## src/rtl/owbm_pkg.sv

```systemverilog
`timescale 1ns / 1ps
// ----------------------------------------------------------------------------
// owbm_pkg
// Shared types and constants of the 1-Wire bus master.
// ----------------------------------------------------------------------------
package owbm_pkg;

   localparam int TICK_W  = 10;
   localparam int SHORT_W = 4;
   localparam int BIT_W   = 3;
   localparam int BYTE_W  = 8;
   localparam int FUNC_W  = 2;
   localparam int CSR_IDX_W  = 3;
   localparam int CSR_DATA_W = 10;

   typedef logic [FUNC_W-1:0]    func_type;
   typedef logic [CSR_IDX_W-1:0] csr_idx_type;

   localparam func_type CMD_NONE  = 2'd0;
   localparam func_type CMD_RESET = 2'd1;
   localparam func_type CMD_WRITE = 2'd2;
   localparam func_type CMD_READ  = 2'd3;

   localparam csr_idx_type CSR_RESET_LOW   = 3'd0;
   localparam csr_idx_type CSR_PRES_WAIT   = 3'd1;
   localparam csr_idx_type CSR_RESET_RECOV = 3'd2;
   localparam csr_idx_type CSR_SLOT        = 3'd3;
   localparam csr_idx_type CSR_SHORT       = 3'd4;

   localparam logic [TICK_W-1:0]  RESET_LOW_DEF   = 10'd480;
   localparam logic [TICK_W-1:0]  PRES_WAIT_DEF   = 10'd60;
   localparam logic [TICK_W-1:0]  RESET_RECOV_DEF = 10'd480;
   localparam logic [TICK_W-1:0]  SLOT_DEF        = 10'd60;
   localparam logic [SHORT_W-1:0] SHORT_DEF       = 4'd1;

   typedef enum logic [5:0] {
      PH_IDLE    = 6'b000001,
      PH_RST_LOW = 6'b000010,
      PH_RST_REL = 6'b000100,
      PH_RST_REC = 6'b001000,
      PH_SLOT_LO = 6'b010000,
      PH_SLOT_HI = 6'b100000
   } phase_type;

   // zero length acts as one tick
   function automatic logic [TICK_W-1:0] at_least_one(input logic [TICK_W-1:0] v);
      return (v == '0) ? TICK_W'(1) : v;
   endfunction

endpackage

```

## src/rtl/owbm_if.sv

```systemverilog
`timescale 1ns / 1ps
// ----------------------------------------------------------------------------
// owbm_req_if / owbm_rsp_if
// Valid/ready channels for bus ticks and their results.
// ----------------------------------------------------------------------------
interface owbm_req_if;
   logic                        valid;
   logic                        ready;
   logic [owbm_pkg::FUNC_W-1:0] func;
   logic [owbm_pkg::BYTE_W-1:0] write_value;
   logic                        line_level;

   modport source (output valid, output func, output write_value, output line_level,
                   input ready);
   modport sink   (input valid, input func, input write_value, input line_level,
                   output ready);
endinterface

interface owbm_rsp_if;
   logic                        valid;
   logic                        ready;
   logic                        drive_low;
   logic                        busy_res;
   logic                        done_res;
   logic [owbm_pkg::BYTE_W-1:0] read_value;
   logic                        no_presence;

   modport source (output valid, output drive_low, output busy_res, output done_res,
                   output read_value, output no_presence, input ready);
   modport sink   (input valid, input drive_low, input busy_res, input done_res,
                   input read_value, input no_presence, output ready);
endinterface

```

## src/rtl/onewire_bus_master.sv

```systemverilog
`timescale 1ns / 1ps
// ----------------------------------------------------------------------------
// onewire_bus_master
// 1-Wire bus master: reset/presence, byte write and byte read, one tick per request.
// A single output register holds each result, offered in the cycle after acceptance.
// Throughput: one request per cycle unless rsp stalls; the register refills as it drains.
// Reset: synchronous; phase idle, presence 1, read byte 0, timing registers to defaults.
// ----------------------------------------------------------------------------
module onewire_bus_master (
   input  logic                                clock,
   input  logic                                reset,
   owbm_req_if.sink                            req,
   owbm_rsp_if.source                          rsp,
   input  logic                                csr_we,
   input  logic [owbm_pkg::CSR_IDX_W-1:0]      csr_index,
   input  logic [owbm_pkg::CSR_DATA_W-1:0]     csr_wdata
);

   logic [owbm_pkg::TICK_W-1:0]  reset_low_ff, pres_wait_ff, reset_recov_ff, slot_ff;
   logic [owbm_pkg::SHORT_W-1:0] short_ff;

   owbm_pkg::phase_type          phase_ff, phase_in;
   logic [owbm_pkg::TICK_W-1:0]  tick_count_ff, tick_count_in;
   logic [owbm_pkg::BIT_W-1:0]   bit_index_ff, bit_index_in;
   logic [owbm_pkg::BYTE_W-1:0]  shift_byte_ff, shift_byte_in;
   logic [owbm_pkg::FUNC_W-1:0]  active_cmd_ff, active_cmd_in;
   logic                         presence_ff, presence_in;
   logic [owbm_pkg::BYTE_W-1:0]  read_hold_ff, read_hold_in;

   logic rsp_valid_ff;
   logic drive_ff, drive_in;
   logic busy_ff, busy_in;
   logic done_ff, done_in;
   logic accept;

   assign req.ready = !rsp_valid_ff || rsp.ready;
   assign accept    = req.valid && req.ready;

   assign rsp.valid       = rsp_valid_ff;
   assign rsp.drive_low   = drive_ff;
   assign rsp.busy_res    = busy_ff;
   assign rsp.done_res    = done_ff;
   assign rsp.read_value  = read_hold_ff;
   assign rsp.no_presence = presence_ff;

   always_comb begin
      owbm_pkg::phase_type          ph;
      logic [owbm_pkg::TICK_W-1:0]  short_len;
      logic [owbm_pkg::TICK_W-1:0]  len;
      logic [owbm_pkg::TICK_W:0]    tick_inc;
      logic                         one_bit;
      logic                         last;

      ph            = phase_ff;
      tick_count_in = tick_count_ff;
      bit_index_in  = bit_index_ff;
      shift_byte_in = shift_byte_ff;
      active_cmd_in = active_cmd_ff;
      presence_in   = presence_ff;
      read_hold_in  = read_hold_ff;
      drive_in      = 1'b0;
      busy_in       = 1'b0;
      done_in       = 1'b0;

      // command start on an idle tick
      if (phase_ff == owbm_pkg::PH_IDLE && req.func != owbm_pkg::CMD_NONE) begin
         active_cmd_in = req.func;
         tick_count_in = '0;
         bit_index_in  = '0;
         if (req.func == owbm_pkg::CMD_RESET) begin
            ph = owbm_pkg::PH_RST_LOW;
         end else begin
            ph = owbm_pkg::PH_SLOT_LO;
            shift_byte_in = (req.func == owbm_pkg::CMD_WRITE) ? req.write_value : '0;
         end
      end

      short_len = {{(owbm_pkg::TICK_W-owbm_pkg::SHORT_W){1'b0}}, short_ff};
      one_bit   = (active_cmd_in == owbm_pkg::CMD_READ) || shift_byte_in[0];

      unique case (ph)
         owbm_pkg::PH_RST_LOW: len = owbm_pkg::at_least_one(reset_low_ff);
         owbm_pkg::PH_RST_REL: len = owbm_pkg::at_least_one(pres_wait_ff);
         owbm_pkg::PH_RST_REC: len = owbm_pkg::at_least_one(reset_recov_ff);
         owbm_pkg::PH_SLOT_LO: len = owbm_pkg::at_least_one(one_bit ? short_len : slot_ff);
         default:              len = owbm_pkg::at_least_one(one_bit ? slot_ff : short_len);
      endcase

      tick_inc = {1'b0, tick_count_in} + 1'b1;
      last     = (tick_inc >= {1'b0, len});
      phase_in = ph;

      if (ph != owbm_pkg::PH_IDLE) begin
         busy_in  = 1'b1;
         drive_in = (ph == owbm_pkg::PH_RST_LOW) || (ph == owbm_pkg::PH_SLOT_LO);

         if (ph == owbm_pkg::PH_RST_REC && tick_count_in == '0) begin
            presence_in = req.line_level;
         end
         if (ph == owbm_pkg::PH_SLOT_HI && tick_count_in == '0 &&
             active_cmd_in == owbm_pkg::CMD_READ) begin
            shift_byte_in = {req.line_level, shift_byte_in[owbm_pkg::BYTE_W-1:1]};
         end

         if (!last) begin
            tick_count_in = tick_inc[owbm_pkg::TICK_W-1:0];
         end else begin
            tick_count_in = '0;
            unique case (ph)
               owbm_pkg::PH_RST_LOW: phase_in = owbm_pkg::PH_RST_REL;
               owbm_pkg::PH_RST_REL: phase_in = owbm_pkg::PH_RST_REC;
               owbm_pkg::PH_RST_REC: begin
                  phase_in = owbm_pkg::PH_IDLE;
                  done_in  = 1'b1;
               end
               owbm_pkg::PH_SLOT_LO: phase_in = owbm_pkg::PH_SLOT_HI;
               default: begin
                  if (bit_index_in == '1) begin
                     phase_in = owbm_pkg::PH_IDLE;
                     done_in  = 1'b1;
                     if (active_cmd_in == owbm_pkg::CMD_READ) begin
                        read_hold_in = shift_byte_in;
                     end
                  end else begin
                     bit_index_in = bit_index_in + 1'b1;
                     if (active_cmd_in == owbm_pkg::CMD_WRITE) begin
                        shift_byte_in = {1'b0, shift_byte_in[owbm_pkg::BYTE_W-1:1]};
                     end
                     phase_in = owbm_pkg::PH_SLOT_LO;
                  end
               end
            endcase
         end
      end
   end

   // timing registers
   always_ff @(posedge clock) begin
      if (reset) begin
         reset_low_ff   <= owbm_pkg::RESET_LOW_DEF;
         pres_wait_ff   <= owbm_pkg::PRES_WAIT_DEF;
         reset_recov_ff <= owbm_pkg::RESET_RECOV_DEF;
         slot_ff        <= owbm_pkg::SLOT_DEF;
         short_ff       <= owbm_pkg::SHORT_DEF;
      end else if (csr_we) begin
         unique case (csr_index)
            owbm_pkg::CSR_RESET_LOW:   reset_low_ff   <= csr_wdata;
            owbm_pkg::CSR_PRES_WAIT:   pres_wait_ff   <= csr_wdata;
            owbm_pkg::CSR_RESET_RECOV: reset_recov_ff <= csr_wdata;
            owbm_pkg::CSR_SLOT:        slot_ff        <= csr_wdata;
            owbm_pkg::CSR_SHORT:       short_ff       <= csr_wdata[owbm_pkg::SHORT_W-1:0];
            default: ;
         endcase
      end
   end

   // bus state and result register
   always_ff @(posedge clock) begin
      if (reset) begin
         phase_ff      <= owbm_pkg::PH_IDLE;
         tick_count_ff <= '0;
         bit_index_ff  <= '0;
         shift_byte_ff <= '0;
         active_cmd_ff <= owbm_pkg::CMD_NONE;
         presence_ff   <= 1'b1;
         read_hold_ff  <= '0;
         rsp_valid_ff  <= 1'b0;
         drive_ff      <= 1'b0;
         busy_ff       <= 1'b0;
         done_ff       <= 1'b0;
      end else begin
         if (accept) begin
            phase_ff      <= phase_in;
            tick_count_ff <= tick_count_in;
            bit_index_ff  <= bit_index_in;
            shift_byte_ff <= shift_byte_in;
            active_cmd_ff <= active_cmd_in;
            presence_ff   <= presence_in;
            read_hold_ff  <= read_hold_in;
            drive_ff      <= drive_in;
            busy_ff       <= busy_in;
            done_ff       <= done_in;
            rsp_valid_ff  <= 1'b1;
         end else if (rsp.ready) begin
            rsp_valid_ff  <= 1'b0;
         end
      end
   end

endmodule

```

## src/flat_wrapper.sv

```systemverilog
// flat-port wrapper written by rule: the top's interface ports become plain ports
module onewire_bus_master_flat 
  (clock, reset, csr_we, csr_index, csr_wdata, req_valid, req_func, req_write_value, req_line_level, req_ready, rsp_valid, rsp_drive_low, rsp_busy_res, rsp_done_res, rsp_read_value, rsp_no_presence, rsp_ready);
  owbm_req_if req_i ();
  owbm_rsp_if rsp_i ();
  input  logic clock;
  input  logic reset;
  input  logic csr_we;
  input  logic [owbm_pkg::CSR_IDX_W-1:0] csr_index;
  input  logic [owbm_pkg::CSR_DATA_W-1:0] csr_wdata;
  input wire logic [$bits(req_i.valid)-1:0] req_valid;
  input wire logic [$bits(req_i.func)-1:0] req_func;
  input wire logic [$bits(req_i.write_value)-1:0] req_write_value;
  input wire logic [$bits(req_i.line_level)-1:0] req_line_level;
  output wire logic [$bits(req_i.ready)-1:0] req_ready;
  output wire logic [$bits(rsp_i.valid)-1:0] rsp_valid;
  output wire logic [$bits(rsp_i.drive_low)-1:0] rsp_drive_low;
  output wire logic [$bits(rsp_i.busy_res)-1:0] rsp_busy_res;
  output wire logic [$bits(rsp_i.done_res)-1:0] rsp_done_res;
  output wire logic [$bits(rsp_i.read_value)-1:0] rsp_read_value;
  output wire logic [$bits(rsp_i.no_presence)-1:0] rsp_no_presence;
  input wire logic [$bits(rsp_i.ready)-1:0] rsp_ready;
  assign req_i.valid = req_valid;
  assign req_i.func = req_func;
  assign req_i.write_value = req_write_value;
  assign req_i.line_level = req_line_level;
  assign req_ready = req_i.ready;
  assign rsp_valid = rsp_i.valid;
  assign rsp_drive_low = rsp_i.drive_low;
  assign rsp_busy_res = rsp_i.busy_res;
  assign rsp_done_res = rsp_i.done_res;
  assign rsp_read_value = rsp_i.read_value;
  assign rsp_no_presence = rsp_i.no_presence;
  assign rsp_i.ready = rsp_ready;
  onewire_bus_master u_core (.clock(clock), .reset(reset), .req(req_i), .rsp(rsp_i), .csr_we(csr_we), .csr_index(csr_index), .csr_wdata(csr_wdata));
endmodule
```

## config.mk

```make
export PLATFORM = sky130hd
export DESIGN_NAME = onewire_bus_master_flat
export DESIGN_NICKNAME = d
export VERILOG_FILES = /design/src/rtl/owbm_pkg.sv /design/src/rtl/owbm_if.sv /design/src/rtl/onewire_bus_master.sv /design/src/flat_wrapper.sv
export SDC_FILE = /design/constraint.sdc
export NUM_CORES = 1
export LEC_CHECK = 0
export ABC_AREA = 0
export BUFFER_PORTS_ARGS = -buffer_cell sky130_fd_sc_hd__buf_2
export CAP_MARGIN = 10
export CORE_ASPECT_RATIO = 0.75
export CORE_UTILIZATION = 27
export CTS_BUF_LIST = sky130_fd_sc_hd__clkbuf_8
export CTS_CLUSTER_DIAMETER = 40
export DETAILED_ROUTE_END_ITERATION = 10
export PLACE_DENSITY_LB_ADDON = 0.3
export SETUP_SLACK_MARGIN = 0.2
export SLEW_MARGIN = 5
export SYNTH_ARGS = -nofsm -noshare
export SYNTH_HDL_FRONTEND = slang
export SYNTH_SLANG_ARGS = --single-unit
```

## constraint.sdc

```tcl
create_clock -name clock -period 5.45 [get_ports clock]
set_input_delay 0.8175 -clock clock [delete_from_list [all_inputs] [get_ports clock]]
set_output_delay 0.8175 -clock clock [all_outputs]
set_load 0.02 [all_outputs]
```

# Yosys cells after proc, flatten, opt, wreduce, memory -nomap -nowiden
# Cells that the tools add are included.
# op_classes
muxes	40
n_lt_le_gt_ge	1
reduce_logical	27
bitwise	1
addsub	2
n_eq_ne	16
# ops
cell	n
$mux W10	10
$mux W8	9
$logic_not A10 Y1	6
$pmux W10 S4	1
$pmux W6 S4	1
$mux W6	3
$mux W3	5
$add A10 B1 Y11 const B	1
$ge A11 B10 Y1	1
$mux W5	2
$reduce_and A2 Y1	5
$mux W1	7
$eq A2 B2 Y1 const B	3
$eq A3 B2 Y1 const B	2
$eq A3 B3 Y1 const B	2
$eq A6 B1 Y1 const B	1
$eq A6 B2 Y1 const B	1
$eq A6 B3 Y1 const B	1
$eq A6 B4 Y1 const B	1
$eq A6 B5 Y1 const B	1
$eq A6 B6 Y1 const B	1
$ne A6 B1 Y1 const B	1
$reduce_and A6 Y1	1
$logic_and A1 B1 Y1	5
other kinds (13)	16
# totals
word_cells	103
regBits	86
inputBits	29

# Depth between registers and ports, before layout
# Gate-level depths: netlist of run 1.
# logic_depth
depth_word	12
mapped_depth	18

# Worst setup path before layout of run 1
# Ideal clock, no wire load.
# synth_path
path_type	input to register
startpoint	input req_func[0]
endpoint	register u_core.read_hold_ff (netlist bit u_core.rsp.read_value[2])
path_stages	16
setup_time_ns	0.128
path_buffers	0
t_required_ns	5.322
t_arrival_ns	3.600
slack_ns	1.723
path_cell_list	nor2_1 -> nand3b_4 -> nand2_1 -> inv_1 -> ha_1 -> nand3_1 -> nor3_1 -> xnor2_1 -> nor2_1 -> ha_1 -> o21a_1 -> o21ai_0 -> o21ai_2 -> nand4_2 -> mux2i_1 -> nor2_1
# synth_via
elab_chain_len	11
elab_cells_between_ends	37
cone_classes	add/sub (1); order compare (1); eq/ne (10); mux (14); bitwise (1); reduce/logical (10)
# synth_rtl
item	line	text
from (decl)	flat_wrapper.sv:12	input wire logic [$bits(req_i.func)-1:0] req_func;
$eq A2 B2 Y1 / $reduce_bool A2 Y1 (equally long branches)	onewire_bus_master.sv:74, onewire_bus_master.sv:66	
$mux W8 / $logic_and A1 B1 Y1 (equally long branches)	onewire_bus_master.sv:74, onewire_bus_master.sv:66	
$mux W8 / $mux W2 (equally long branches)	onewire_bus_master.sv:70, onewire_bus_master.sv:66	
$mux W8 / $eq A2 B2 Y1 (equally long branches)	--	
$logic_or A1 B1 Y1	onewire_bus_master.sv:79	one_bit = (active_cmd_in == owbm_pkg::CMD_READ) || shift_byte_in[0];
$mux W10 (on tied branches)	onewire_bus_master.sv:86, onewire_bus_master.sv:85	
$logic_not A10 Y1	owbm_pkg.sv:47	return (v == '0) ? TICK_W'(1) : v;
$mux W10	owbm_pkg.sv:47	
$pmux W10 S4	onewire_bus_master.sv:81	unique case (ph)
$ge A11 B10 Y1	onewire_bus_master.sv:90	last = (tick_inc >= {1'b0, len});
$reduce_and A6 Y1 (no line)	--	
to (signal assigned)	onewire_bus_master.sv:179	read_hold_ff <= read_hold_in;
to (decl)	onewire_bus_master.sv:28	logic [owbm_pkg::BYTE_W-1:0] read_hold_ff, read_hold_in;
# Several ways; a longest one is shown, not always the timed one.
# A chain may end at the register's enable or synchronous reset.

# Worst setup path in the final report of run 1
# layout_path
startpoint	input req_func[0]
endpoint	register u_core.read_hold_ff (netlist bit u_core.rsp.read_value[7])
# The elaborated chain is that of the path after synthesis.

==> summary.md, run 1 <==
| Metric | Value |
|---|---|
| Synth unique cells | `57` |
| Crit-path cells | `buf_2 > nor2_1 > nand3b_4 > nand2_1 > inv_1 > ha_1 > nand3_1 > nor3_1 > xnor2_1 > nor2_1 > ha_1 > o21a_1 > o21ai_0 > o21ai_2 > nand4_2 > mux2i_1 > nor2_1` |
| Arrival @ worst endpoint | `4.39 ns` |
| RSZ-0062 raised after global routing | `false` |
| Multi-input logic area | `2780 um2` |
| Gates resized, CTS repair | `0` |
| Crit Path Class | `in -> reg` |
| HP Class | `reg -> reg` |
| Commonest cells post-synth | `nand2_1 (94), dfxtp_1 (86), nor2_1 (58)` |
| Detailed placement HPWL | `9310 um` |
| Largest net degree at the start of global routing | `49` |
| # DRC | `0` |
| NetSw | `0.444 mW` |
| Initial DRC count | `265` |
| Rows | `41` |
| Syn avg cell area | `8.33 um2` |
| Root Buffer | `clkbuf_8` |
| Clock network fraction of design power | `0.318` |
| Critical Path Slowest Stage Cell | `nand4_2` |
| Fmax | `241 MHz` |
| Top post-synthesis cells by area | `dfxtp_1 (37%), mux2i_1 (8.2%), nand2_1 (7.6%), nor2_1 (4.7%), a21oi_1 (4.4%)` |
| RR Startpoint | `u_core.phase_ff[0]` |
| Final nets | `630` |
| EDFF count, synth | `0` |
| Warnings, synthesis | `0` |
| Routing usage on met1 | `0.219` |
| Non-Filler Instances | `808` |
| Via Count | `4187` |
| Critical Path Sink Type | `flop` |
| Maximum vdd drop | `147 uV` |
| Syn_nets | `600` |
| Placed cell area | `5040 um2` |
| Sequential power share | `0.477` |
| Worst setup path startpoint | `req_func[0]` |
| Relative slew slack | `0.521` |
| Post-Route WL | `12500 um` |
| RD Place Congestion | `0.866` |
| Clock sink count | `86` |
| Worst skew pair latency | `0.38 ns` |
| Hold_sp | `u_core.rsp.busy_res` |
| Max clock buf depth | `2` |
| Area Overhead vs Synth | `12.7%` |
| DR WL/cell | `15.5 um` |
| Core area | `16800 um2` |
| First-pass GRT wire length | `20700 um` |
| Reg clk slew, reported paths | `0.09 ns` |
| Top-count cell post-synth | `nand2_1` |
| Final setup vio count | `0` |
| Total CTS buffers | `9` |
| DP Worst Slack | `0.933 ns` |
| Number of synthesized register bits | `86` |
| Total congestion overflow | `0` |
| Crit share post-route | `0.760` |
| Predominant post-synthesis flop cell | `dfxtp_1` |
| Final WS setup | `1.31 ns` |
| Comb pwr share | `0.206` |
| Tmin final | `4.14 ns` |
| Total power | `1.41 mW` |
| Worst EP required | `5.69 ns` |
| Leak | `2.12 nW` |
| Max_cap viols | `0` |
| Mapped Area | `4650 um2` |
| H-Tree Depth | `3` |
| Sw frac | `0.314` |
| Placed cell count | `791` |
| Worst Setup Start Kind | `input pin` |
| CTS tree | `done` |
| Post-synthesis cell count | `558` |
| Vias in the first global route | `3900` |
| Post-CTS Hold Fix Bufs | `0` |
| Antenna Violating Nets Remaining | `0` |
| Least-Margin Pin Slew | `0.716 ns` |
| Met2 Resource Use GR | `0.205` |
| FILL cells | `1770` |
| Layout cells sized above 1 | `0.135` |
| Area leader, netlist | `dfxtp_1` |
| Starting Density | `0.276` |
| Die Y-Extent | `116 um` |
| Post-route cell area | `5240 um2` |
| FFs w/ async S/R, synth | `0` |
| GRT Total Usage | `0.147` |
| Crit Path Max Fanout | `15` |
| GR peak layer | `met1` |
| Clock Skew | `0.0127 ns` |
| Pint | `0.967 mW` |
| Antenna diodes | `0` |
| Number of setup buffers added after CTS | `0` |
| Ports | `43` |
| Status | `finished clean` |
| Reg area | `1720 um2` |
| Setup TNS | `0 ns` |
| CP max stage delay | `0.47 ns` |
| Drt via density | `5.18` |
| Hold Fails Final Rpt | `0` |
| P per Cell Area | `269 nW/um2` |
| Max-slew violations | `0` |
| # port buffers | `42` |
| Sequential area share after synthesis | `0.370` |
| Die X | `154 um` |
| Initial antenna violation count | `0` |
| Pre-Repair DR Iteration Count | `5` |
| Total die area | `17700 um2` |
| Crit-path most repeated cell | `nor2_1` |
| Top-area cell type share of the netlist area | `0.370` |
| GR Util met3 | `0.0236` |
-- state kept, by name (all words and copies together), names as in the netlist --
name / cells
u_core.slot_ff: 10
u_core.pres_wait_ff: 10
u_core.tick_count_ff: 10
u_core.short_ff: 4
u_core.rsp.valid: 1
u_core.rsp.no_presence: 1
u_core.reset_low_ff: 10
u_core.bit_index_ff: 3
u_core.phase_ff: 6
u_core.rsp.drive_low: 1
u_core.shift_byte_ff: 8
u_core.rsp.busy_res: 1
u_core.rsp.read_value: 8
u_core.active_cmd_ff: 2
u_core.reset_recov_ff: 10
u_core.rsp.done_res: 1
-- final cells by class --
cell class,count,share of cell area
Clock buffer,9,0.0236
Clock inverter,7,0.0124
Inverter,11,0.00788
Multi-Input combinational cell,435,0.531
Sequential cell,86,0.329
Tap cell,215,0.0513
Timing Repair Buffer,45,0.0451
-- final timing paths --
kind                            cells past startpoint  slack, ns                       end
worst max-delay path                               17       1.31  u_core.rsp.read_value[7]
worst max register to register                     17       1.38  u_core.rsp.read_value[7]
worst min-delay path                                2       0.46       u_core.rsp.busy_res
worst min register to register                      2       0.46       u_core.rsp.busy_res
-- metrics by stage --
step | utilization | hold WS (ns)
after detailed placement | 0.299 | 0.455
after floorplan | - | 0.437
final | 0.311 | 0.462
after global placement | 0.299 | 0.444
after global routing | 0.311 | 0.491
after CTS | 0.311 | 0.467
-- power groups by stage --
stage	registers, mW	logic, mW	clock network [mW]
after floorplan	0.680	0.216	0
after global placement	0.686	0.283	0
after detailed placement	0.686	0.288	0
after CTS	0.671	0.289	0.460
after global routing	0.676	0.324	0.488
final	0.672	0.290	0.449
-- cell usage in the layout, fill, tap and decap left out, types with 2 or more instances in the layout --
cell / synthesis / layout
a21oi_1: 41 / 41
a222oi_1: 9 / 9
a211o_1: 6 / 6
inv_1: 11 / 12
and4b_1: 3 / 3
xnor2_1: 8 / 8
and2_1: 6 / 6
o21ai_0: 11 / 11
ha_1: 13 / 13
dfxtp_1: 86 / 86
a21boi_1: 2 / 2
buf_2: 2 / 42
or4_1: 8 / 8
clkinv_2: 0 / 3
nor4_1: 12 / 12
a31oi_1: 4 / 4
nand3b_1: 16 / 16
nand4_1: 4 / 4
nand2_1: 94 / 94
and3_1: 4 / 4
nand2b_1: 5 / 5
o21ai_1: 9 / 9
nand3_1: 10 / 10
mux2_2: 4 / 4
a22oi_1: 11 / 11
xor2_1: 2 / 2
nor2_1: 58 / 58
nor2b_1: 16 / 16
o21a_1: 2 / 2
mux2i_1: 38 / 38
nor3b_1: 2 / 2
buf_4: 1 / 2
nor3_1: 10 / 10
clkbuf_8: 0 / 9
a21boi_0: 5 / 5
-- cells by family (layout without fill, tap and decap cells) --
kind of cell	after synthesis	in the layout	share of synthesized area
mux	43	43	0.0947
flops	86	86	0.370
fa+ha+maj	13	13	0.0350
compound gates	110	110	0.162
xor+xnor	10	10	0.0188
buf+inv	37	72	0.0312
simple gates	259	259	0.288
-- worst max-delay path, delay by kind of cell --
family                   cells  cell delay (ns)
XOR/XNOR                     1             0.17
buffers and inverters        2             0.28
AO/OA/AOI/OAI                3             0.62
AND/OR/NAND/NOR              8             1.71
adder cells (fa/ha/maj)      2             0.50
multiplexers                 1             0.28
-- metal layers --
| layer | vias to the layer above | routed length (um) | share of wire |
|---|---|---|---|
| met3 | 14 | 653 | 0.052 |
| met4 | 0 | 220 | 0.018 |
| met5 | - | 0 | 0 |
| met1 | 1989 | 6600 | 0.53 |
| li1 | 2066 | - | - |
| met2 | 118 | 5010 | 0.40 |
Power figures use the tool's default switching activity.
==> run 2, diff against run 1 <==
--- a/config.mk
+++ b/config.mk
@@ -5,7 +5,7 @@
 export SDC_FILE = /design/constraint.sdc
 export NUM_CORES = 1
 export LEC_CHECK = 0
-export ABC_AREA = 0
+export ABC_AREA = 1
 export BUFFER_PORTS_ARGS = -buffer_cell sky130_fd_sc_hd__buf_2
 export CAP_MARGIN = 10
 export CORE_ASPECT_RATIO = 0.75
==> constraint.sdc (replaced) <==
create_clock -name clock -period 4.16 [get_ports clock]
set_input_delay 0.624 -clock clock [delete_from_list [all_inputs] [get_ports clock]]
set_output_delay 0.624 -clock clock [all_outputs]
set_load 0.02 [all_outputs]
==> run 2 against run 1 <==
Total power grew to 2.7 times the previous value. Die area grew 9.2%. Clock skew grew 0.0061 ns. Clock power grew 33%. Cell count grew 35%. Combinational power grew to 7.9 times the previous value. Register-to-register slack lost 0.83 ns. Via count grew 22%. Largest power group is now combinational cells.
==> summary.md, run 2 <==
| Metric | Value |
|---|---|
| Status | `finished clean` |
| FFs w/ async S/R, synth | `0` |
| Hold_sp | `u_core.shift_byte_ff[6]` |
| Rows | `43` |
| Drt via density | `4.69` |
| Syn avg cell area | `6.45 um2` |
| Layout cells sized above 1 | `0.162` |
| Clock Skew | `0.0189 ns` |
| FILL cells | `2019` |
| Placed cell area | `5630 um2` |
| Warnings, synthesis | `0` |
| Antenna Violating Nets Remaining | `0` |
| Via Count | `5120` |
| CP max stage delay | `0.35 ns` |
| Fmax | `277 MHz` |
| Area leader, netlist | `dfxtp_1` |
| GR Util met3 | `0.0302` |
| Max clock buf depth | `2` |
| GR peak layer | `met1` |
| Post-synthesis cell count | `788` |
| Worst R2R End | `u_core.shift_byte_ff[1]` |
| Final nets | `881` |
| Synth unique cells | `41` |
| Sequential area share after synthesis | `0.339` |
| Mapped Area | `5080 um2` |
| RD Place Congestion | `0.886` |
| Crit Path Class | `reg -> reg` |
| Die Y-Extent | `121 um` |
| Critical Path Slowest Stage Cell | `dfxtp_1` |
| Total CTS buffers | `9` |
| Crit-path most repeated cell | `nand2_1` |
| Hold Fails Final Rpt | `0` |
| Relative slew slack | `0.461` |
| Detailed placement HPWL | `10900 um` |
| First-pass GRT wire length | `24100 um` |
| Die X | `160 um` |
| Tmin final | `3.61 ns` |
| Commonest cells post-synth | `nand2_1 (197), nor2_1 (97), dfxtp_1 (86)` |
| Arrival @ worst endpoint | `3.87 ns` |
| Clock sink count | `86` |
| Post-Route WL | `15200 um` |
| WHS Endpoint | `u_core.shift_byte_ff[6]` |
| Met2 Resource Use GR | `0.225` |
| RR Startpoint | `u_core.phase_ff[2]` |
| Final setup vio count | `0` |
| Root Buffer | `clkbuf_8` |
| Initial antenna violation count | `0` |
| Worst Setup Start Kind | `flop` |
| Most frequent cells in the layout | `nand2_1 (195), nor2_1 (94), dfxtp_1 (82)` |
| Area Overhead vs Synth | `17.5%` |
| Largest net degree at the start of global routing | `68` |
| Leak | `2.70 nW` |
| Ports | `43` |
| Worst skew pair latency | `0.39 ns` |
| CTS tree | `done` |
| Top post-synthesis cells by area | `dfxtp_1 (34%), nand2_1 (15%), nor2_1 (7.2%), nand3_1 (6.5%), o21ai_0 (6.3%)` |
| # port buffers | `42` |
| Vias in the first global route | `4431` |
| Pre-Repair DR Iteration Count | `5` |
| Reg2Reg Setup Slack | `0.55 ns` |
| Crit share post-route | `0.868` |
| Max-slew violations | `0` |
| Total die area | `19400 um2` |
| Top-area cell type share of the netlist area | `0.339` |
| H-Tree Depth | `3` |
| # DRC | `0` |
| DP Worst Slack | `0.0462 ns` |
| HP Class | `reg -> reg` |
| Starting Density | `0.276` |
| Syn_nets | `830` |
| Reg clk slew, reported paths | `0.10 ns` |
| Antenna diodes | `0` |
| Critical Path Sink Type | `flop` |
| Worst Reg2Reg Path Length in Cells | `28` |
| Setup TNS | `0 ns` |
| DR WL/cell | `13.9 um` |
| Leading cell type in the layout, fill and taps excluded | `nand2_1` |
| Max_cap viols | `0` |
| RSZ-0062 raised after global routing | `false` |
| Number of synthesized register bits | `86` |
| P per Cell Area | `646 nW/um2` |
| Top-count cell post-synth | `nand2_1` |
| Hold Path Depth | `2` |
| GRT Total Usage | `0.158` |
| Total congestion overflow | `0` |
| Least-Margin Pin Slew | `0.808 ns` |
| Core area | `18500 um2` |
| Post-route cell area | `5970 um2` |
| Post-layout util | `0.324` |
| Predominant post-synthesis flop cell | `dfxtp_1` |
| Crit Path Max Fanout | `12` |
| Initial DRC count | `413` |
| Final WS setup | `0.549 ns` |
| EDFF count, synth | `0` |
| Worst EP required | `4.42 ns` |
| Maximum vdd drop | `241 uV` |
| Routing usage on met1 | `0.236` |
run 2: cell types whose count changed in the layout (fill, tap and decap cells not counted), sizes merged, moves of 21 or more:
cell / change
inv: +77
buf: +21
nand3: +60
nor2: +51
o21ai: +49
nand2: +117
mux2i: -38
run 2: logic make-up (layout without fill, tap and decap cells):
family / Yosys count / in the layout / share of synthesized area
DFF: 86 / 86 / 0.339
and+or+nand+nor: 405 / 407 / 0.351
AOI/OAI and AO/OA: 159 / 159 / 0.173
buffers and inverters: 120 / 174 / 0.0962
xor gates and xnor gates: 5 / 5 / 0.00861
adders and majority gates: 13 / 13 / 0.0320
run 2: worst max-delay path: cells and delay by family (launching register included):
family	cells	cell delay (ns)
AND/OR/NAND/NOR	19	1.63
AO/OA/AOI/OAI	5	0.84
buffers and inverters	3	0.36
flip-flops	1	0.35
adder cells (fa/ha/maj)	1	0.30
run 2: layout make-up:
type / instances / area [um2] / area share
sequential: 86 / 1730 / 0.289
timing repair buffer: 66 / 407 / 0.0681
tap: 247 / 309 / 0.0517
clock inverter: 7 / 62.6 / 0.0105
multi-input combinational: 584 / 2990 / 0.501
inverter: 92 / 352 / 0.0589
clock buffer: 9 / 124 / 0.0207
run 2: metal layers:
layer | wire length, um | share of wire | vias to the layer above
li1 | - | - | 2681
met1 | 8070 | 0.53 | 2318
met2 | 6260 | 0.41 | 104
met3 | 603 | 0.040 | 17
met4 | 227 | 0.015 | 0
met5 | 0 | 0 | -
run 2: power by group:
| group | leakage, nW | switching [mW] | internal [mW] |
|---|---|---|---|
| Clock | 0.0916 | 0.368 | 0.231 |
| Combinational | 1.90 | 1.50 | 0.789 |
| Sequential | 0.703 | 0.0635 | 0.904 |
run 2: per-stage QoR:
step	instances	total power [mW]	hold WS, ns
global route	1091	4.18	0.483
global placement	1070	3.04	0.458
floorplan	788	2.51	0.441
CTS	1086	3.64	0.472
finish	1091	3.86	0.472
detailed placement	1070	3.03	0.456
run 2: repair_timing:
item                                    CTS  global route
resized for setup                         0            34
endpoints found under the setup margin    0            36
buffers inserted                          0             3
hold buffers                              0             0
run 2: how the worst max path moves through the flow:
stage | start | depth (start not counted) | slack (ns) | endpoint
detailed placement | req_func[1] | 28 | 0.05 | u_core.shift_byte_ff[5]
CTS | u_core.phase_ff[4] | 32 | 0.29 | u_core.shift_byte_ff[5]
finish | u_core.phase_ff[2] | 28 | 0.55 | u_core.shift_byte_ff[1]
floorplan | req_func[0] | 30 | 0.45 | u_core.rsp.read_value[0]
global route | u_core.phase_ff[2] | 34 | 0.21 | u_core.shift_byte_ff[0]
global placement | req_func[0] | 28 | 0.08 | u_core.shift_byte_ff[6]
==> run 3, diff against run 2 <==
--- a/config.mk
+++ b/config.mk
@@ -7,7 +7,6 @@
 export LEC_CHECK = 0
 export ABC_AREA = 1
 export BUFFER_PORTS_ARGS = -buffer_cell sky130_fd_sc_hd__buf_2
-export CAP_MARGIN = 10
 export CORE_ASPECT_RATIO = 0.75
 export CORE_UTILIZATION = 27
 export CTS_BUF_LIST = sky130_fd_sc_hd__clkbuf_8
==> constraint.sdc (replaced) <==
create_clock -name clock -period 4 [get_ports clock]
set_input_delay 0.6 -clock clock [delete_from_list [all_inputs] [get_ports clock]]
set_output_delay 0.6 -clock clock [all_outputs]
set_load 0.02 [all_outputs]
==> run 3 against run 2 <==
Final area is 5.4% higher. Cell count increased by 2.0%. Maximum frequency up 1.3%. Die area is the same. Highest routed layer unchanged. Sequential cell count unchanged. Sequential power increased by 5%. Utilization grew 1.7 points. Worst setup slack got worse by 0.11 ns.
==> summary.md, run 3 (synthesis results as in run 2) <==
| Metric | Value |
|---|---|
| Status | `finished clean` |
| Largest net degree at the start of global routing | `68` |
| Crit-path most repeated cell | `nand2_1` |
| Post-Route WL | `15600 um` |
| Relative slew slack | `0.539` |
| Vias in the first global route | `4582` |
| Antenna Violating Nets Remaining | `0` |
| Placed cell area | `5730 um2` |
| WL met2 | `6630 um` |
| Antenna diodes | `0` |
| Rows | `43` |
| Root Buffer | `clkbuf_8` |
| Max clock buf depth | `2` |
| Max_cap viols | `0` |
| Hold Fails Final Rpt | `0` |
| Critical Path Slowest Stage Cell | `dfxtp_2` |
| CP max stage delay | `0.36 ns` |
| Die X | `160 um` |
| Worst EP required | `4.25 ns` |
| Drt via density | `4.80` |
| Pre-Repair DR Iteration Count | `5` |
| Starting Density | `0.276` |
| First-pass GRT wire length | `24600 um` |
| Total congestion overflow | `0` |
| RSZ-0062 raised after global routing | `false` |
| Max Used Layer | `met4` |
| Clock sink count | `86` |
| CTS tree | `done` |
| Leak | `2.84 nW` |
| Most frequent cells in the layout | `nand2_1 (194), nor2_1 (90), dfxtp_1 (80)` |
| HP Class | `in -> reg` |
| Initial DRC count | `453` |
| Core area | `18500 um2` |
| Max-slew violations | `0` |
| Ports | `43` |
| Detailed placement HPWL | `11100 um` |
| # DRC | `0` |
| Fmax | `281 MHz` |
| Leading cell type in the layout, fill and taps excluded | `nand2_1` |
| H-Tree Depth | `3` |
| Met3 WL | `767 um` |
| Final WS setup | `0.436 ns` |
| Total CTS buffers | `9` |
| Post-route cell area | `6290 um2` |
| Crit Path Class | `reg -> reg` |
| DP Worst Slack | `-0.0655 ns` |
| RD Place Congestion | `0.829` |
| Final nets | `903` |
| Area Overhead vs Synth | `23.8%` |
| Arrival @ worst endpoint | `3.81 ns` |
| Total die area | `19400 um2` |
| Final setup vio count | `0` |
| GRT Total Usage | `0.162` |
| Initial antenna violation count | `0` |
| Die Y-Extent | `121 um` |
| Critical Path Sink Type | `flop` |
| Via Count | `5346` |
| Crit share post-route | `0.891` |
| Least-Margin Pin Slew | `0.692 ns` |
| Worst Setup Start Kind | `flop` |
| P per Cell Area | `704 nW/um2` |
| Wl on met1 | `8070 um` |
| Reg clk slew, reported paths | `0.11 ns` |
| Worst skew pair latency | `0.39 ns` |
| WHS | `0.463 ns` |
| Clock Skew | `0.0181 ns` |
| DR WL/cell | `14.0 um` |
| Layout cells sized above 1 | `0.203` |
| # port buffers | `42` |
| Tmin final | `3.56 ns` |
| Maximum vdd drop | `235 uV` |
| Crit Path Max Fanout | `5` |
[run 3: cell types whose count changed in the layout (fill, tap and decap cells not counted), sizes merged]
cell	previous run	this run
buf	66	87
bufinv	0	1
clkbuf	9	10
clkinv	6	5
clkinvlp	3	2
inv	90	91
nand2	211	210
nor2	110	111
[run 3: worst paths after layout]
kind	endpoint	from	slack, ns	cells after the start
worst max-delay path	u_core.shift_byte_ff[4]	u_core.phase_ff[0]	0.44	29
worst min register to register	u_core.shift_byte_ff[2]	u_core.shift_byte_ff[2]	0.47	2
worst max register to register	u_core.shift_byte_ff[4]	u_core.phase_ff[0]	0.44	29
worst min-delay path	u_core.rsp.no_presence	req_line_level	0.46	3
[run 3: report_power, final]
part | switching (mW) | internal (mW)
combinational | 1.67 | 1.06
clock | 0.383 | 0.302
sequential | 0.0725 | 0.943
total | 2.12 | 2.31
[run 3: layout make-up]
class	instances	area (um2)
Fill cell	2000	12200
Inverter	92	352
Clock inverter	7	83.8
Sequential cell	86	1730
Clock buffer	9	124
Timing Repair Buffer	88	618
Tap cell	247	309
Multi-Input combinational cell	584	3070
[run 3: metrics by stage]
| step | total power [mW] | util | TNS, ns | instances |
|---|---|---|---|---|
| after floorplan | 2.61 | - | 0 | 788 |
| after global placement | 3.25 | 0.310 | 0 | 1081 |
| after detailed placement | 3.24 | 0.310 | -0.337 | 1081 |
| after CTS | 3.97 | 0.322 | 0 | 1097 |
| after global routing | 4.78 | 0.341 | 0 | 1113 |
| final | 4.43 | 0.341 | 0 | 1113 |
[run 3: worst max-delay path, delay by kind of cell, from the launching register on]
family	cells	cell delay [ns]
adder cells (fa/ha/maj)	1	0.29
buffers and inverters	4	0.46
flip-flops	1	0.36
AO/OA/AOI/OAI	3	0.41
AND/OR/NAND/NOR	21	1.87
[run 3: repair_timing]
action	CTS	global route
hold buffers	0	0
hold endpoints to repair	0	0
setup buffers	0	13
gates cloned	0	3
endpoints found under the setup margin	17	36
resized for setup	3	59
pin swaps	0	19
[run 3: per-layer routing]
metal	vias to the layer above	global-route usage
met1	2480	0.240
met4	0	0.0482
li1	2722	-
met3	9	0.0274
met2	135	0.236
met5	-	0
